===== config.mk =====
export PLATFORM = sky130hd
export DESIGN_NAME = terminal_input_key_decoder
export DESIGN_NICKNAME = d
export VERILOG_FILES = /design/src/tikd_pkg.sv /design/src/tikd_step.sv /design/src/terminal_input_key_decoder.sv
export SDC_FILE = /design/constraint.sdc
export NUM_CORES = 1
export LEC_CHECK = 0
export ABC_AREA = 1
export BUFFER_PORTS_ARGS = -buffer_cell sky130_fd_sc_hd__buf_4
export CELL_PAD_IN_SITES_DETAIL_PLACEMENT = 2
export CELL_PAD_IN_SITES_GLOBAL_PLACEMENT = 2
export CORE_ASPECT_RATIO = 1.4
export CORE_MARGIN = 1.5
export CORE_UTILIZATION = 38
export CTS_CLUSTER_DIAMETER = 60
export CTS_CLUSTER_SIZE = 10
export DETAILED_ROUTE_END_ITERATION = 16
export GPL_TIMING_DRIVEN = 0
export PLACE_DENSITY_LB_ADDON = 0.25
export SLEW_MARGIN = 20
export SYNTH_ARGS = -nofsm -noshare
export SYNTH_HDL_FRONTEND = slang
export SYNTH_SLANG_ARGS = --single-unit

===== constraint.sdc =====
create_clock -name clk -period 7.2 [get_ports clk]
set_clock_uncertainty 0.1 [all_clocks]
set_input_delay 1.44 -clock clk [delete_from_list [all_inputs] [get_ports clk]]
set_output_delay 1.44 -clock clk [all_outputs]
set_load 0.05 [all_outputs]

===== src/tikd_pkg.sv =====
// Package: shared types, codes and helpers for the terminal input key decoder.
`default_nettype none
package tikd_pkg;

  typedef enum logic [2:0] {
    PH_IDLE, PH_ESC, PH_CSI, PH_SS3, PH_UTF8, PH_PASTE
  } phase_t;

  typedef enum logic [1:0] {
    SQ_IDLE, SQ_RUN, SQ_FLUSH, SQ_DONE
  } seq_t;

  localparam logic [2:0] KIND_KEY       = 3'd0;
  localparam logic [2:0] KIND_CHAR      = 3'd1;
  localparam logic [2:0] KIND_PASTE     = 3'd2;
  localparam logic [2:0] KIND_PASTE_END = 3'd3;
  localparam logic [2:0] KIND_UNKNOWN   = 3'd4;
  localparam logic [2:0] KIND_INVALID   = 3'd5;

  localparam logic [3:0] K_HOME   = 4'd4;
  localparam logic [3:0] K_END    = 4'd5;
  localparam logic [3:0] K_INSERT = 4'd6;
  localparam logic [3:0] K_DELETE = 4'd7;
  localparam logic [3:0] K_PGUP   = 4'd8;
  localparam logic [3:0] K_PGDN   = 4'd9;
  localparam logic [3:0] K_FUNC   = 4'd10;
  localparam logic [3:0] K_ESCAPE = 4'd11;
  localparam logic [3:0] K_ENTER  = 4'd12;
  localparam logic [3:0] K_TAB    = 4'd13;
  localparam logic [3:0] K_BKSP   = 4'd14;

  localparam logic [3:0] M_ALT  = 4'd2;
  localparam logic [3:0] M_CTRL = 4'd4;

  localparam logic [7:0] CH_ESC   = 8'h1b;
  localparam logic [2:0] P200_FAIL = 3'd4;
  localparam logic [2:0] MAX_RES  = 3'd6;

  typedef struct packed {
    logic       operation;
    logic [7:0] byte_in;
  } in_t;

  typedef struct packed {
    logic [2:0]  event_kind;
    logic [3:0]  key_code;
    logic [3:0]  fkey_num;
    logic [3:0]  modifiers;
    logic [31:0] text_bytes;
    logic [2:0]  text_length;
  } res_t;

  typedef struct packed {
    logic [2:0]  event_kind;
    logic [3:0]  key_code;
    logic [3:0]  fkey_num;
    logic [3:0]  modifiers;
    logic [31:0] text_bytes;
    logic [2:0]  text_length;
    logic        last;
  } out_t;

  // decoder state carried between bytes
  typedef struct packed {
    phase_t          phase;
    logic [5:0][7:0] held;
    logic [2:0]      hc;
    logic [2:0]      uel;
    logic [1:0][30:0] pval;
    logic [1:0][1:0] pflag;   // bit0 digit seen, bit1 malformed
    logic [1:0]      pidx;
    logic [2:0]      p200;
    logic [2:0]      pem;
  } dstate_t;

  // side effects of one decode step besides a single result
  typedef struct packed {
    logic [1:0]      rep_n;
    logic [2:0][7:0] rep;
    logic [2:0]      fl_m;
    logic            fl_bv;
    logic [7:0]      fl_b;
  } stepx_t;

  function automatic logic [7:0] paste_seq(input logic [2:0] k);
    case (k)
      3'd0:    paste_seq = 8'h1b;
      3'd1:    paste_seq = 8'h5b;
      3'd2:    paste_seq = 8'h32;
      3'd3:    paste_seq = 8'h30;
      3'd4:    paste_seq = 8'h31;
      default: paste_seq = 8'h7e;
    endcase
  endfunction

  function automatic res_t mk_res(input logic [2:0] kind, input logic [3:0] key,
                                  input logic [3:0] fn, input logic [3:0] mods,
                                  input logic [31:0] text, input logic [2:0] len);
    res_t r;
    r.event_kind      = kind;
    r.key_code        = key;
    r.fkey_num        = fn;
    r.modifiers       = mods;
    r.text_bytes      = text;
    r.text_length     = len;
    return r;
  endfunction

endpackage
`default_nettype wire


===== src/tikd_step.sv =====
// Byte decode unit: one input byte or timeout against the decoder state.
`default_nettype none
module tikd_step (
  input  wire                   tick,
  input  wire  [7:0]            b,
  input  tikd_pkg::dstate_t     s,
  output tikd_pkg::dstate_t     ns,
  output logic                  res_v,
  output tikd_pkg::res_t        res,
  output tikd_pkg::stepx_t      sx
);
  import tikd_pkg::*;

  logic [30:0] first, sec;
  logic [3:0]  mods;
  logic [3:0]  cc;
  logic        cc_ok;
  logic [34:0] v;
  logic        i;
  logic [5:0][7:0] hw;
  logic [2:0]  nhc, m, ln;
  logic        ok;
  logic [31:0] txt;

  always_comb begin
    ns    = s;
    res_v = 1'b0;
    res   = '0;
    sx    = '0;
    first = (s.pflag[0] == 2'b01) ? s.pval[0] : 31'd0;
    sec   = (s.pflag[1] == 2'b01) ? s.pval[1] : 31'd0;
    mods  = (s.pidx != 2'd0 && sec > 31'd1) ? 4'(sec - 31'd1) : 4'd0;
    cc_ok = 1'b1;
    case (b)
      8'h41:   cc = 4'd0;
      8'h42:   cc = 4'd1;
      8'h43:   cc = 4'd2;
      8'h44:   cc = 4'd3;
      8'h48:   cc = K_HOME;
      8'h46:   cc = K_END;
      default: begin
        cc    = 4'd0;
        cc_ok = 1'b0;
      end
    endcase
    i   = s.pidx[0];
    v   = ({4'd0, s.pval[i]} << 3) + ({4'd0, s.pval[i]} << 1) + {31'd0, b[3:0]};
    hw  = s.held;
    for (int j = 0; j < 6; j++) begin
      if (3'(j) == s.hc) begin
        hw[j] = b;
      end
    end
    nhc = s.hc + 3'd1;
    ok  = 1'b1;
    txt = '0;
    for (int j = 0; j < 4; j++) begin
      if (3'(j) < s.uel) begin
        txt[8*j +: 8] = hw[j];
        if (j > 0 && hw[j][7:6] != 2'b10) begin
          ok = 1'b0;
        end
      end
    end
    m  = (s.pem > 3'd5) ? 3'd0 : s.pem;
    ln = 3'd0;

    if (tick) begin
      if (s.phase == PH_ESC) begin
        ns.phase = PH_IDLE;
        res_v    = 1'b1;
        res      = mk_res(KIND_KEY, K_ESCAPE, 4'd0, 4'd0, 32'd0, 3'd0);
      end
    end else begin
      case (s.phase)
        PH_ESC: begin
          ns.phase = PH_IDLE;
          if (b == 8'h5b) begin
            ns.phase = PH_CSI;
            ns.pval  = '0;
            ns.pflag = '0;
            ns.pidx  = 2'd0;
            ns.p200  = 3'd0;
          end else if (b == 8'h4f) begin
            ns.phase = PH_SS3;
          end else if (b >= 8'h20 && b <= 8'h7e) begin
            res_v = 1'b1;
            res   = mk_res(KIND_CHAR, 4'd0, 4'd0, M_ALT, {24'd0, b}, 3'd1);
          end else begin
            res_v = 1'b1;
            res   = mk_res(KIND_UNKNOWN, 4'd0, 4'd0, 4'd0, {24'd0, b}, 3'd1);
          end
        end
        PH_CSI: begin
          if (b >= 8'h40 && b <= 8'h7e) begin
            ns.phase = PH_IDLE;
            res_v    = 1'b1;
            res      = mk_res(KIND_UNKNOWN, 4'd0, 4'd0, 4'd0, {24'd0, b}, 3'd1);
            if (s.p200 == 3'd3 && b == 8'h7e) begin
              ns.phase = PH_PASTE;
              ns.pem   = 3'd0;
              res_v    = 1'b0;
            end else if (b == 8'h7e) begin
              if (first == 31'd1 || first == 31'd7)
                res = mk_res(KIND_KEY, K_HOME, 4'd0, mods, 32'd0, 3'd0);
              else if (first == 31'd2)
                res = mk_res(KIND_KEY, K_INSERT, 4'd0, mods, 32'd0, 3'd0);
              else if (first == 31'd3)
                res = mk_res(KIND_KEY, K_DELETE, 4'd0, mods, 32'd0, 3'd0);
              else if (first == 31'd4 || first == 31'd8)
                res = mk_res(KIND_KEY, K_END, 4'd0, mods, 32'd0, 3'd0);
              else if (first == 31'd5)
                res = mk_res(KIND_KEY, K_PGUP, 4'd0, mods, 32'd0, 3'd0);
              else if (first == 31'd6)
                res = mk_res(KIND_KEY, K_PGDN, 4'd0, mods, 32'd0, 3'd0);
              else if (first >= 31'd11 && first <= 31'd15)
                res = mk_res(KIND_KEY, K_FUNC, 4'(first - 31'd10), mods, 32'd0, 3'd0);
              else if (first >= 31'd17 && first <= 31'd21)
                res = mk_res(KIND_KEY, K_FUNC, 4'(first - 31'd11), mods, 32'd0, 3'd0);
              else if (first == 31'd23 || first == 31'd24)
                res = mk_res(KIND_KEY, K_FUNC, 4'(first - 31'd12), mods, 32'd0, 3'd0);
            end else if (cc_ok) begin
              res = mk_res(KIND_KEY, cc, 4'd0, mods, 32'd0, 3'd0);
            end
          end else begin
            if (s.p200 < 3'd3 && b == ((s.p200 == 3'd0) ? 8'h32 : 8'h30))
              ns.p200 = s.p200 + 3'd1;
            else
              ns.p200 = P200_FAIL;
            if (b == 8'h3b) begin
              if (s.pidx < 2'd2) ns.pidx = s.pidx + 2'd1;
            end else if (s.pidx < 2'd2) begin
              if (b >= 8'h30 && b <= 8'h39) begin
                ns.pflag[i][0] = 1'b1;
                if (v > 35'h7fffffff) ns.pflag[i][1] = 1'b1;
                else                  ns.pval[i] = v[30:0];
              end else begin
                ns.pflag[i][1] = 1'b1;
              end
            end
          end
        end
        PH_SS3: begin
          ns.phase = PH_IDLE;
          res_v    = 1'b1;
          if (cc_ok)
            res = mk_res(KIND_KEY, cc, 4'd0, 4'd0, 32'd0, 3'd0);
          else if (b >= 8'h50 && b <= 8'h53)
            res = mk_res(KIND_KEY, K_FUNC, 4'(b - 8'h4f), 4'd0, 32'd0, 3'd0);
          else
            res = mk_res(KIND_UNKNOWN, 4'd0, 4'd0, 4'd0, {24'd0, b}, 3'd1);
        end
        PH_UTF8: begin
          if (s.hc >= 3'd6 || s.uel > 3'd4 || s.uel < 3'd2) begin
            ns.phase = PH_IDLE;
            ns.hc    = 3'd0;
          end else begin
            ns.held = hw;
            if (nhc < s.uel) begin
              ns.hc = nhc;
            end else begin
              ns.phase = PH_IDLE;
              ns.hc    = 3'd0;
              res_v    = 1'b1;
              if (ok) begin
                res = mk_res(KIND_CHAR, 4'd0, 4'd0, 4'd0, txt, s.uel);
              end else begin
                res      = mk_res(KIND_INVALID, 4'd0, 4'd0, 4'd0, {24'd0, hw[0]}, 3'd1);
                sx.rep_n = 2'(s.uel - 3'd1);
                sx.rep   = {hw[3], hw[2], hw[1]};
              end
            end
          end
        end
        PH_PASTE: begin
          if (b == paste_seq(m)) begin
            if (m == 3'd5) begin
              res_v    = 1'b1;
              res      = mk_res(KIND_PASTE_END, 4'd0, 4'd0, 4'd0, 32'd0, 3'd0);
              ns.phase = PH_IDLE;
              ns.pem   = 3'd0;
            end else begin
              ns.pem = m + 3'd1;
            end
          end else begin
            ns.pem = (b == CH_ESC) ? 3'd1 : 3'd0;
            if (m != 3'd0) begin
              sx.fl_m  = m;
              sx.fl_bv = (b != CH_ESC);
              sx.fl_b  = b;
            end else if (b != CH_ESC) begin
              res_v = 1'b1;
              res   = mk_res(KIND_PASTE, 4'd0, 4'd0, 4'd0, {24'd0, b}, 3'd1);
            end
          end
        end
        default: begin
          ns.phase = PH_IDLE;
          if (b == CH_ESC) begin
            ns.phase = PH_ESC;
          end else if (b == 8'h0d || b == 8'h0a) begin
            res_v = 1'b1;
            res   = mk_res(KIND_KEY, K_ENTER, 4'd0, 4'd0, 32'd0, 3'd0);
          end else if (b == 8'h09) begin
            res_v = 1'b1;
            res   = mk_res(KIND_KEY, K_TAB, 4'd0, 4'd0, 32'd0, 3'd0);
          end else if (b == 8'h7f || b == 8'h08) begin
            res_v = 1'b1;
            res   = mk_res(KIND_KEY, K_BKSP, 4'd0, 4'd0, 32'd0, 3'd0);
          end else if (b >= 8'd1 && b <= 8'd26) begin
            res_v = 1'b1;
            res   = mk_res(KIND_CHAR, 4'd0, 4'd0, M_CTRL, {24'd0, b + 8'h60}, 3'd1);
          end else if (!b[7]) begin
            res_v = 1'b1;
            res   = mk_res(KIND_CHAR, 4'd0, 4'd0, 4'd0, {24'd0, b}, 3'd1);
          end else begin
            if (b[7:5] == 3'b110)       ln = 3'd2;
            else if (b[7:4] == 4'b1110) ln = 3'd3;
            else if (b[7:3] == 5'b11110) ln = 3'd4;
            if (ln == 3'd0) begin
              res_v = 1'b1;
              res   = mk_res(KIND_INVALID, 4'd0, 4'd0, 4'd0, {24'd0, b}, 3'd1);
            end else begin
              ns.held[0] = b;
              ns.hc      = 3'd1;
              ns.uel     = ln;
              ns.phase   = PH_UTF8;
            end
          end
        end
      endcase
    end
  end

endmodule
`default_nettype wire


===== src/terminal_input_key_decoder.sv =====
// Top level: request sequencer, replay queue and result register around the byte decoder.
`default_nettype none
// Channel | Direction | Handshake           | Payload
// in      | input     | in_valid/in_ready   | in_data  (operation, byte_in)
// out     | output    | out_valid/out_ready | out_data (event fields, last)
//
// A request is accepted, then each byte goes through the shared decode unit while the
// output is free; the sequencer then finds the replay queue empty and releases the
// final result. A bad UTF-8 tail is replayed one byte a cycle while the output is free,
// and a paste-end mismatch flushes its held bytes one at a time.
// Results sit one deep in pend so the final one can be flagged last; the sequencer
// stalls while the output register is full. rst_n is synchronous; held bytes not reset.
module terminal_input_key_decoder (
  input  wire                clk,
  input  wire                rst_n,
  input  wire                in_valid,
  output logic               in_ready,
  input  tikd_pkg::in_t      in_data,
  output logic               out_valid,
  input  wire                out_ready,
  output tikd_pkg::out_t     out_data
);
  import tikd_pkg::*;

  seq_t            st_r, st_nxt;
  dstate_t         ds_r, ds_nxt, ds_step;
  logic [2:0][7:0] q_r, q_nxt;
  logic [1:0]      qn_r, qn_nxt;
  logic            tick_r, tick_nxt;
  logic            pend_v_r, pend_v_nxt;
  res_t            pend_r, pend_nxt;
  logic            out_v_r, out_v_nxt;
  out_t            out_r, out_nxt;
  logic [2:0]      ecnt_r, ecnt_nxt;
  logic [2:0]      fl_k_r, fl_k_nxt, fl_m_r, fl_m_nxt;
  logic            fl_bv_r, fl_bv_nxt;
  logic [7:0]      fl_b_r, fl_b_nxt;

  logic            st_res_v;
  res_t            st_res;
  stepx_t          sx;
  logic            can_push, go, nv, fl_more, fl_left;
  res_t            nr;
  logic [2:0][7:0] rem;
  logic [1:0]      k;

  tikd_step u_step (
    .tick  (tick_r),
    .b     (q_r[0]),
    .s     (ds_r),
    .ns    (ds_step),
    .res_v (st_res_v),
    .res   (st_res),
    .sx    (sx)
  );

  assign in_ready  = (st_r == SQ_IDLE);
  assign out_valid = out_v_r;
  assign out_data  = out_r;
  assign can_push  = !out_v_r || out_ready;
  assign fl_more   = (fl_k_r < fl_m_r) || fl_bv_r;
  // anything left after the current flush byte
  assign fl_left   = (fl_k_r < fl_m_r) ? ((fl_k_r + 3'd1 < fl_m_r) || fl_bv_r) : 1'b0;

  always_comb begin
    nr = st_res;
    nv = st_res_v;
    if (st_r == SQ_FLUSH) begin
      nr = mk_res(KIND_PASTE, 4'd0, 4'd0, 4'd0,
                  {24'd0, (fl_k_r < fl_m_r) ? paste_seq(fl_k_r) : fl_b_r}, 3'd1);
      nv = fl_more;
    end
    nv = nv && (ecnt_r < MAX_RES);
    go = !nv || !pend_v_r || can_push;
  end

  // next state
  always_comb begin
    st_nxt = st_r;
    case (st_r)
      SQ_IDLE:  if (in_valid) st_nxt = SQ_RUN;
      SQ_RUN: begin
        if (qn_r == 2'd0) st_nxt = SQ_DONE;
        else if (go && sx.fl_m != 3'd0) st_nxt = SQ_FLUSH;
      end
      SQ_FLUSH: if (!fl_more || (go && !fl_left)) st_nxt = SQ_RUN;
      SQ_DONE:  if (!pend_v_r || can_push) st_nxt = SQ_IDLE;
      default:  st_nxt = SQ_IDLE;
    endcase
  end

  // datapath
  always_comb begin
    ds_nxt     = ds_r;
    q_nxt      = q_r;
    qn_nxt     = qn_r;
    tick_nxt   = tick_r;
    pend_v_nxt = pend_v_r;
    pend_nxt   = pend_r;
    out_v_nxt  = out_v_r && !out_ready;
    out_nxt    = out_r;
    ecnt_nxt   = ecnt_r;
    fl_k_nxt   = fl_k_r;
    fl_m_nxt   = fl_m_r;
    fl_bv_nxt  = fl_bv_r;
    fl_b_nxt   = fl_b_r;
    rem        = {8'd0, q_r[2], q_r[1]};
    k          = 2'd0;
    case (st_r)
      SQ_IDLE: begin
        if (in_valid) begin
          q_nxt[0] = in_data.byte_in;
          qn_nxt   = 2'd1;
          tick_nxt = in_data.operation;
          ecnt_nxt = 3'd0;
        end
      end
      SQ_RUN, SQ_FLUSH: begin
        if (go && (st_r == SQ_FLUSH || qn_r != 2'd0)) begin
          if (st_r == SQ_RUN) begin
            ds_nxt = ds_step;
            for (int j = 0; j < 3; j++) begin
              k = 2'(j) - sx.rep_n;
              q_nxt[j] = (2'(j) < sx.rep_n) ? sx.rep[j] : rem[k];
            end
            qn_nxt    = qn_r - 2'd1 + sx.rep_n;
            fl_k_nxt  = 3'd0;
            fl_m_nxt  = sx.fl_m;
            fl_bv_nxt = sx.fl_bv;
            fl_b_nxt  = sx.fl_b;
          end else if (fl_k_r < fl_m_r) begin
            fl_k_nxt = fl_k_r + 3'd1;
          end else begin
            fl_bv_nxt = 1'b0;
          end
          if (nv) begin
            ecnt_nxt = ecnt_r + 3'd1;
            if (pend_v_r) begin
              out_v_nxt = 1'b1;
              out_nxt   = {pend_r, 1'b0};
            end
            pend_v_nxt = 1'b1;
            pend_nxt   = nr;
          end
        end
      end
      SQ_DONE: begin
        if (pend_v_r && can_push) begin
          out_v_nxt  = 1'b1;
          out_nxt    = {pend_r, 1'b1};
          pend_v_nxt = 1'b0;
        end
      end
      default: ;
    endcase
  end

  always_ff @(posedge clk) begin
    ds_r.held       <= ds_nxt.held;   // no reset, written before read
    if (!rst_n) begin
      st_r          <= SQ_IDLE;
      ds_r.phase    <= PH_IDLE;
      ds_r.hc       <= '0;
      ds_r.uel      <= '0;
      ds_r.pval     <= '0;
      ds_r.pflag    <= '0;
      ds_r.pidx     <= '0;
      ds_r.p200     <= '0;
      ds_r.pem      <= '0;
      qn_r          <= '0;
      pend_v_r      <= 1'b0;
      out_v_r       <= 1'b0;
      ecnt_r        <= '0;
      fl_k_r        <= '0;
      fl_m_r        <= '0;
      fl_bv_r       <= 1'b0;
    end else begin
      st_r          <= st_nxt;
      ds_r.phase    <= ds_nxt.phase;
      ds_r.hc       <= ds_nxt.hc;
      ds_r.uel      <= ds_nxt.uel;
      ds_r.pval     <= ds_nxt.pval;
      ds_r.pflag    <= ds_nxt.pflag;
      ds_r.pidx     <= ds_nxt.pidx;
      ds_r.p200     <= ds_nxt.p200;
      ds_r.pem      <= ds_nxt.pem;
      qn_r          <= qn_nxt;
      pend_v_r      <= pend_v_nxt;
      out_v_r       <= out_v_nxt;
      ecnt_r        <= ecnt_nxt;
      fl_k_r        <= fl_k_nxt;
      fl_m_r        <= fl_m_nxt;
      fl_bv_r       <= fl_bv_nxt;
    end
  end

  // payload, no reset
  always_ff @(posedge clk) begin
    q_r       <= q_nxt;
    tick_r    <= tick_nxt;
    pend_r    <= pend_nxt;
    out_r     <= out_nxt;
    fl_b_r    <= fl_b_nxt;
  end

`ifndef ASSERT_OFF
  a_idle_no_pend: assert property (@(posedge clk) disable iff (!rst_n)
    in_ready |-> !pend_v_r)
    else $error("pending result while idle");
  a_queue_bound: assert property (@(posedge clk) disable iff (!rst_n)
    qn_r != 2'd3 || st_r != SQ_IDLE)
    else $error("replay queue not drained at idle");
  a_res_cap: assert property (@(posedge clk) disable iff (!rst_n)
    ecnt_r <= MAX_RES)
    else $error("result count over limit");
  a_accept_run: assert property (@(posedge clk) disable iff (!rst_n)
    in_valid && in_ready |=> st_r == SQ_RUN)
    else $error("request accepted without starting");
`endif

endmodule
`default_nettype wire


* After elaboration in Yosys (flattened, before gate mapping)
Cells that the tools add are included.
** Storage, ports and cells
- Bits in latches :: 0
- RAM bits :: 0
- Output and inout bits :: 53
- Bits of input ports :: 13
- Memories :: 0
- Memory bits (read-only) :: 0
- Register bits :: 265
** Cells by class
- Muxes and demuxes :: 203
- $mul :: 0
- $lt $le $gt $ge :: 37
- Bitwise gates (word level) :: 15
- Divide/modulo/power cells :: 0
- Add/sub/neg operators :: 20
- Equality and inequality tests :: 89
- Shift operators :: 0
- Reduce and logical (&&, ||, !) cells :: 80
** Operators with widths (number)
- $mux W50 :: 31
- $pmux W50 S5 :: 1
- $mux W51 :: 4
- $mux W8 :: 21
- $mux W31 :: 5
- $mux W71 :: 2
- $pmux W71 S2 :: 1
- $mux W66 :: 2
- $eq A31 B3 Y1 const B :: 4
- $mux W62 :: 2
- $mux W3 :: 40
- $mux W26 :: 4
- $pmux W51 S2 :: 1
- $mux W14 :: 7
- $mux W49 :: 2
- $eq A8 B7 Y1 const B :: 10
- $pmux W7 S5 :: 2
- $bwmux W62 :: 1
- $eq A31 B2 Y1 const B :: 2
- $eq A31 B5 Y1 const B :: 2
- $bmux W8 S2 :: 3
- $mux W47 :: 1
- $ne A2 B2 Y1 const B :: 21
- $mux W1 :: 39
- 96 further kinds :: 236

* Logic depth before layout (Yosys ltp)
- Word-level depth :: 31
- Gate-level depth with buffers :: 27

* Cells and area by module
From an unflattened synthesis, not the netlist that was laid out.
** Unflattened totals
- Cell total of the unflattened synthesis :: 2925
- Area, all modules :: 20119.3 um2
** Modules (own cells, without submodules)
- terminal_input_key_decoder :: seq. area each 7447.1 um2, cells each 951, area each 10510.1 um2, times used 1
- tikd_step :: seq. area each 0.0 um2, cells each 1974, area each 9609.2 um2, times used 1

* Worst setup path after synthesis
Ideal clock, no wire load.
- Kind :: register to register
- Start :: reg ds_r[77] (netlist name)
- End :: reg out_r, in the netlist out_data[0], enable pin
- Period minus slack after synthesis :: 6474 ps
- Path buffers :: 0
- Data required time :: 6558 ps
- Stages on the path, launching flop included :: 15
- Setup slack :: 726 ps
- Library setup time :: 542 ps
- Data arrival time :: 5832 ps
- Cell sequence :: dfxtp_1 > ha_1 > ha_1 > inv_1 > ha_1 > o211ai_1 > nand2_1 > nand3_1 > nand3_2 > inv_2 > nand3_1 > nand2_1 > nand2_2 > nand4_1 > a221oi_1
** Between the ends
- Longest elaborated chain between the ends :: 14
- Elaborated cells on any way between the ends :: 18
** RTL lines
- start: declaration :: RTL line terminal_input_key_decoder.sv:26 : dstate_t ds_r, ds_nxt, ds_step;
- $add A3 B1 Y3 / $ge A3 B3 Y1 (equally long branches) :: RTL line tikd_step.sv:54, tikd_step.sv:154
- $lt A3 B3 Y1 / $logic_or A1 B1 Y1 (equally long branches) :: RTL line tikd_step.sv:159, tikd_step.sv:154
- $mux W1 / $logic_or A1 B1 Y1 (equally long branches) :: RTL line tikd_step.sv:159, tikd_step.sv:154
- $mux W1 * :: RTL line tikd_step.sv:154 : if (s.hc >= 3'd6 || s.uel > 3'd4 || s.uel < 3'd2) begin
- $pmux W1 S5 * :: RTL line tikd_step.sv:75 : case (s.phase)
- $mux W1 * :: RTL line tikd_step.sv:68 : if (tick) begin
- $mux W1 * :: RTL line terminal_input_key_decoder.sv:68 : if (st_r == SQ_FLUSH) begin
- $logic_and A1 B1 Y1 * :: RTL line terminal_input_key_decoder.sv:73 : nv = nv && (ecnt_r < MAX_RES);
- $logic_not A1 Y1 :: RTL line terminal_input_key_decoder.sv:74 : go = !nv || !pend_v_r || can_push;
- $logic_or A1 B1 Y1 (2 in series) :: RTL line terminal_input_key_decoder.sv:74
- $logic_and A1 B1 Y1 :: RTL line terminal_input_key_decoder.sv:119 : if (go && (st_r == SQ_FLUSH || qn_r != 2'd0)) begin
- $ne A2 B2 Y1 (no line)
- $reduce_and A5 Y1 (no line) *
- end signal: assignment :: RTL line terminal_input_key_decoder.sv:202 : out_r <= out_nxt;
- end: declaration :: RTL line terminal_input_key_decoder.sv:33 : out_t out_r, out_nxt;
Every way passes the cells marked *; elsewhere a longest branch is shown, timed or not.
A chain may end at the register's enable or synchronous reset.

* Worst setup path after layout
- Start :: reg ds_r[6] (netlist name)
- End :: reg ds_r[14] (netlist name)
** Between the ends
- Longest elaborated chain between the ends :: 11
- Elaborated cells on any way between the ends :: 21
** RTL lines
- branches (longest 11 deep; another with $add A34 B32 Y35)
Parallel ways; which one is timed is not known. The select of a mux whose other input is x is not followed.

==> results by group <==
Floorplan
  – Initial Util: 0.387
  – Die Height: 249 µm
  – Die X-Extent: 179 µm
  – Core Region: 42300 µm²
  – # IOs: 66
  – FP Rows: 89
  – Die area: 44400 µm²

GRT
  – Vias in the first global route: 18000
  – Pin count of the biggest net entering global routing: 29
  – First-pass GRT wire length: 108 mm
  – Initial antenna violation count: 0
  – Total grt overflow: 0
  – Total track usage: 0.321

Layout
  – Fin cells: 2760
  – Nets: 2312
  – Multi-input gate area in the final layout: 8150 µm²
  – Layout cells sized above 1: 0.0917
  – Fillers: 4896
  – Area Overhead vs Synth: 14.0%
  – Post-route design area: 18700 µm²
  – ANT cells: 0
  – Register Area: 6970 µm²

Routing
  – Drt total wl: 71.1 mm
  – Vias after detailed routing: 16100
  – ANT nets after route: 0
  – 1st-iter DRT viols: 810
  – Drt via density: 5.83
  – Wirelength per Cell: 25.7 µm
  – Drt drc: 0
  – 1st-pass router iterations: 5

Yosys
  – Synth warn: 0
  – Cell Area, Synth: 16400 µm²
  – Yosys cell types: 65
  – Post-Syn Instances: 2083
  – Asr flop ratio synth: 0
  – Post-synthesis sequential area ratio: 0.425
  – Synth Register Bits: 265
  – Syn Area/Cell: 7.87 µm²
  – Synth top area cells: edfxtp_1, dfxtp_1, nand2_1
  – Most area-hungry cell type in the Yosys netlist: edfxtp_1
  – Share of the synthesized area in the top cell type: 0.304
  – EDFF count, synth: 166
  – Primary FF master, synth: edfxtp_1

Place
  – Dpl cell area: 17700 µm²
  – Placed cells: 2702
  – Detail Placement HPWL: 53.7 mm
  – # port buffers: 65
  – GP Congestion: 0.936

Run
  – Max-Cap Viols: 0

Timing
  – Final Hold Viols: 0
  – Final worst path period need: 6.12 ns
  – Max Slew Vio Count: 0
  – Slew headroom: 0.300
  – RSZ-0062 raised after global routing: no
  – Worst-margin pin slew: 1.05 ns
  – # setup viols final: 0
  – Fmax: 0.163 GHz
  – Tcrit/Tclk final: 0.850

CTS
  – CTS Buf Count: 34
  – TritonCTS clock tree: built
  – CTS root buf: clkbuf_16
  – Clock Path Buffers: 3
  – Clk Latency, worst-skew pair: 0.54 ns
  – Reg clk slew, reported paths: 0.06 ns
  – Post-CTS resize count: 0
  – CTS sink count: 265
  – # hold bufs at CTS: 0
  – Setup Fix Bufs, Post-CTS: 0
  – H-tree levels: 2

Power
  – Part of the power in combinational logic: 0.381
  – Switching portion of total power: 0.442
  – Clock power frac: 0.265
  – Pleak: 7.43 nW
  – Final Power: 6.07 mW
  – Cell Pwr Density: 325 nW/µm²
  – Worst vdd ir: 139 µV
  – Internal: 3.39 mW
  – Sequential share of power: 0.354
  – NetSw: 2.69 mW

Status
  – Outcome: completed

Worst hold path
  – Hold Path Class: reg -> reg

Critical path
  – Worst Path Class, Setup: reg -> reg
  – CP Capture Type: flop
  – Crit path DAT: 6.41 ns
  – Req. time, crit path: 7.49 ns
  – CP Max Fanout: 10
  – Crit path launch type: flop
  – Flop2flop setup slack: 1.08 ns
[metal layers]
metal / wire (µm) / vias to the layer above / part of all wire / track usage
li1: - / 7275 / - / -
met1: 24800 / 8129 / 0.35 / 0.315
met2: 39100 / 456 / 0.55 / 0.623
met3: 2260 / 227 / 0.032 / 0.0340
met4: 4850 / 0 / 0.068 / 0.201
met5: 0 / - / 0 / 0
[cells by family after synthesis]
group / share of synthesized area
and+or+nand+nor: 0.264
muxes: 0.00183
DFF: 0.425
other: 0.000229
adders and majority gates: 0.0826
AOI/OAI and AO/OA: 0.132
xor gates and xnor gates: 0.0134
buffers and inverters: 0.0802
[state kept, by name (all words and copies together) (netlist names), 2 cells and up]
| register | count |
|---|---|
| ds_r | 115 |
| ecnt_r | 3 |
| fl_b_r | 8 |
| fl_k_r | 3 |
| fl_m_r | 3 |
| out_data | 51 |
| pend_r | 50 |
| q_r | 24 |
| qn_r | 2 |
| st_r | 2 |
[path summary, 6_finish.rpt]
check / start / end / cells after the start
max: ds_r[6]$_SDFFE_PN0P_ / ds_r[14]$_SDFFE_PN0P_ / 25
min: pend_r[35]$_SDFFCE_PP0P_ / out_data[36]$_DFFE_PP_ / 0
max reg2reg: ds_r[6]$_SDFFE_PN0P_ / ds_r[14]$_SDFFE_PN0P_ / 25
min reg2reg: pend_r[35]$_SDFFCE_PP0P_ / out_data[36]$_DFFE_PP_ / 0
[power by group through the flow]
stage | sequential (mW) | combinational (mW) | clock, mW
after floorplan | 2.33 | 1.08 | 0
after global placement | 2.16 | 2.01 | 0
after detailed placement | 2.17 | 2.20 | 0
after CTS | 2.14 | 2.27 | 1.62
after global routing | 2.16 | 2.41 | 1.67
final | 2.15 | 2.31 | 1.61
[Yosys cell counts, types with 3 or more instances]
cell	count
mux2i_1	3
o21ai_0	146
o22ai_1	16
inv_1	225
xor2_1	8
clkinv_1	3
nor2_2	11
or2_2	6
xnor2_1	17
nand2_1	424
dfxtp_1	99
a21o_1	3
inv_2	16
nand2_2	8
clkbuf_1	47
nand3_2	4
buf_4	6
o21bai_1	7
nor4_1	13
o21a_1	6
ha_1	105
o211ai_1	9
nand3_4	3
nand4_1	29
nand3_1	163
buf_6	13
buf_1	4
buf_2	3
nor3_1	80
a31oi_1	14
o21ai_1	7
nor2_1	207
a21oi_1	164
a2111oi_0	3
edfxtp_1	166
nand3b_1	4
a21boi_0	3
[critical path, cell delays in order, from the launching register on]
cell      delay [ns]
dfxtp_1         0.43
clkbuf_1        0.52
clkbuf_1        0.44
clkbuf_1        0.62
nand2_1         0.13
o21ai_0         0.20
ha_1            0.33
ha_1            0.25
fa_1            0.41
nand3_1         0.11
nand2_1         0.10
a21oi_2         0.32
o21ai_1         0.19
nand2_1         0.12
nand2_1         0.13
nand2_1         0.10
nand2_1         0.05
nor2_1          0.10
nand2_1         0.20
nand2_1         0.17
nand3_1         0.08
nor2_1          0.32
nand3_4         0.18
buf_6           0.23
nand2_1         0.07
a21oi_1         0.06
[cell usage in the layout (no fill, tap or decap), types with 4 or more instances in the layout]
master	synthesis	final
nand2_1	424	424
inv_1	225	225
nor2_1	207	205
edfxtp_1	166	166
a21oi_1	164	164
nand3_1	163	163
o21ai_0	146	146
ha_1	105	105
dfxtp_1	99	99
nor3_1	80	80
buf_4	6	71
clkbuf_1	47	62
clkbuf_16	0	34
nand4_1	29	29
xnor2_1	17	17
inv_2	16	16
buf_6	13	16
o22ai_1	16	16
a31oi_1	14	14
nor4_1	13	13
nor2_2	11	11
o211ai_1	9	9
nand2_2	8	8
xor2_1	8	8
o21ai_1	7	7
o21bai_1	7	7
o21a_1	6	6
or2_2	6	6
nand3_2	4	4
buf_1	4	4
nand3b_1	4	4
[per-stage QoR]
| stage | hold WS [ns] | worst slack [ns] | utilization | TNS [ns] |
|---|---|---|---|---|
| 2_1_floorplan | 0.300 | 0.726 | - | 0 |
| 3_3_place_gp | 0.301 | -1.95 | 0.415 | -98.72 |
| 3_5_place_dp | 0.307 | 1.12 | 0.418 | 0 |
| 4_1_cts | 0.321 | 1.06 | 0.441 | 0 |
| 5_1_grt | 0.321 | 0.615 | 0.441 | 0 |
| 6_report | 0.321 | 1.08 | 0.441 | 0 |
[final cells by class]
cell class              instances  share of cell area
plain buffers                  73              0.0213
clock buffers                  50              0.0493
clock inverters                 8             0.00342
inverters                     244              0.0490
multi-input cells            1503               0.436
flip-flops and latches        265               0.373
well taps                     546              0.0366
repair buffers                 71              0.0313
No activity file was read; power rests on OpenSTA's default activity.
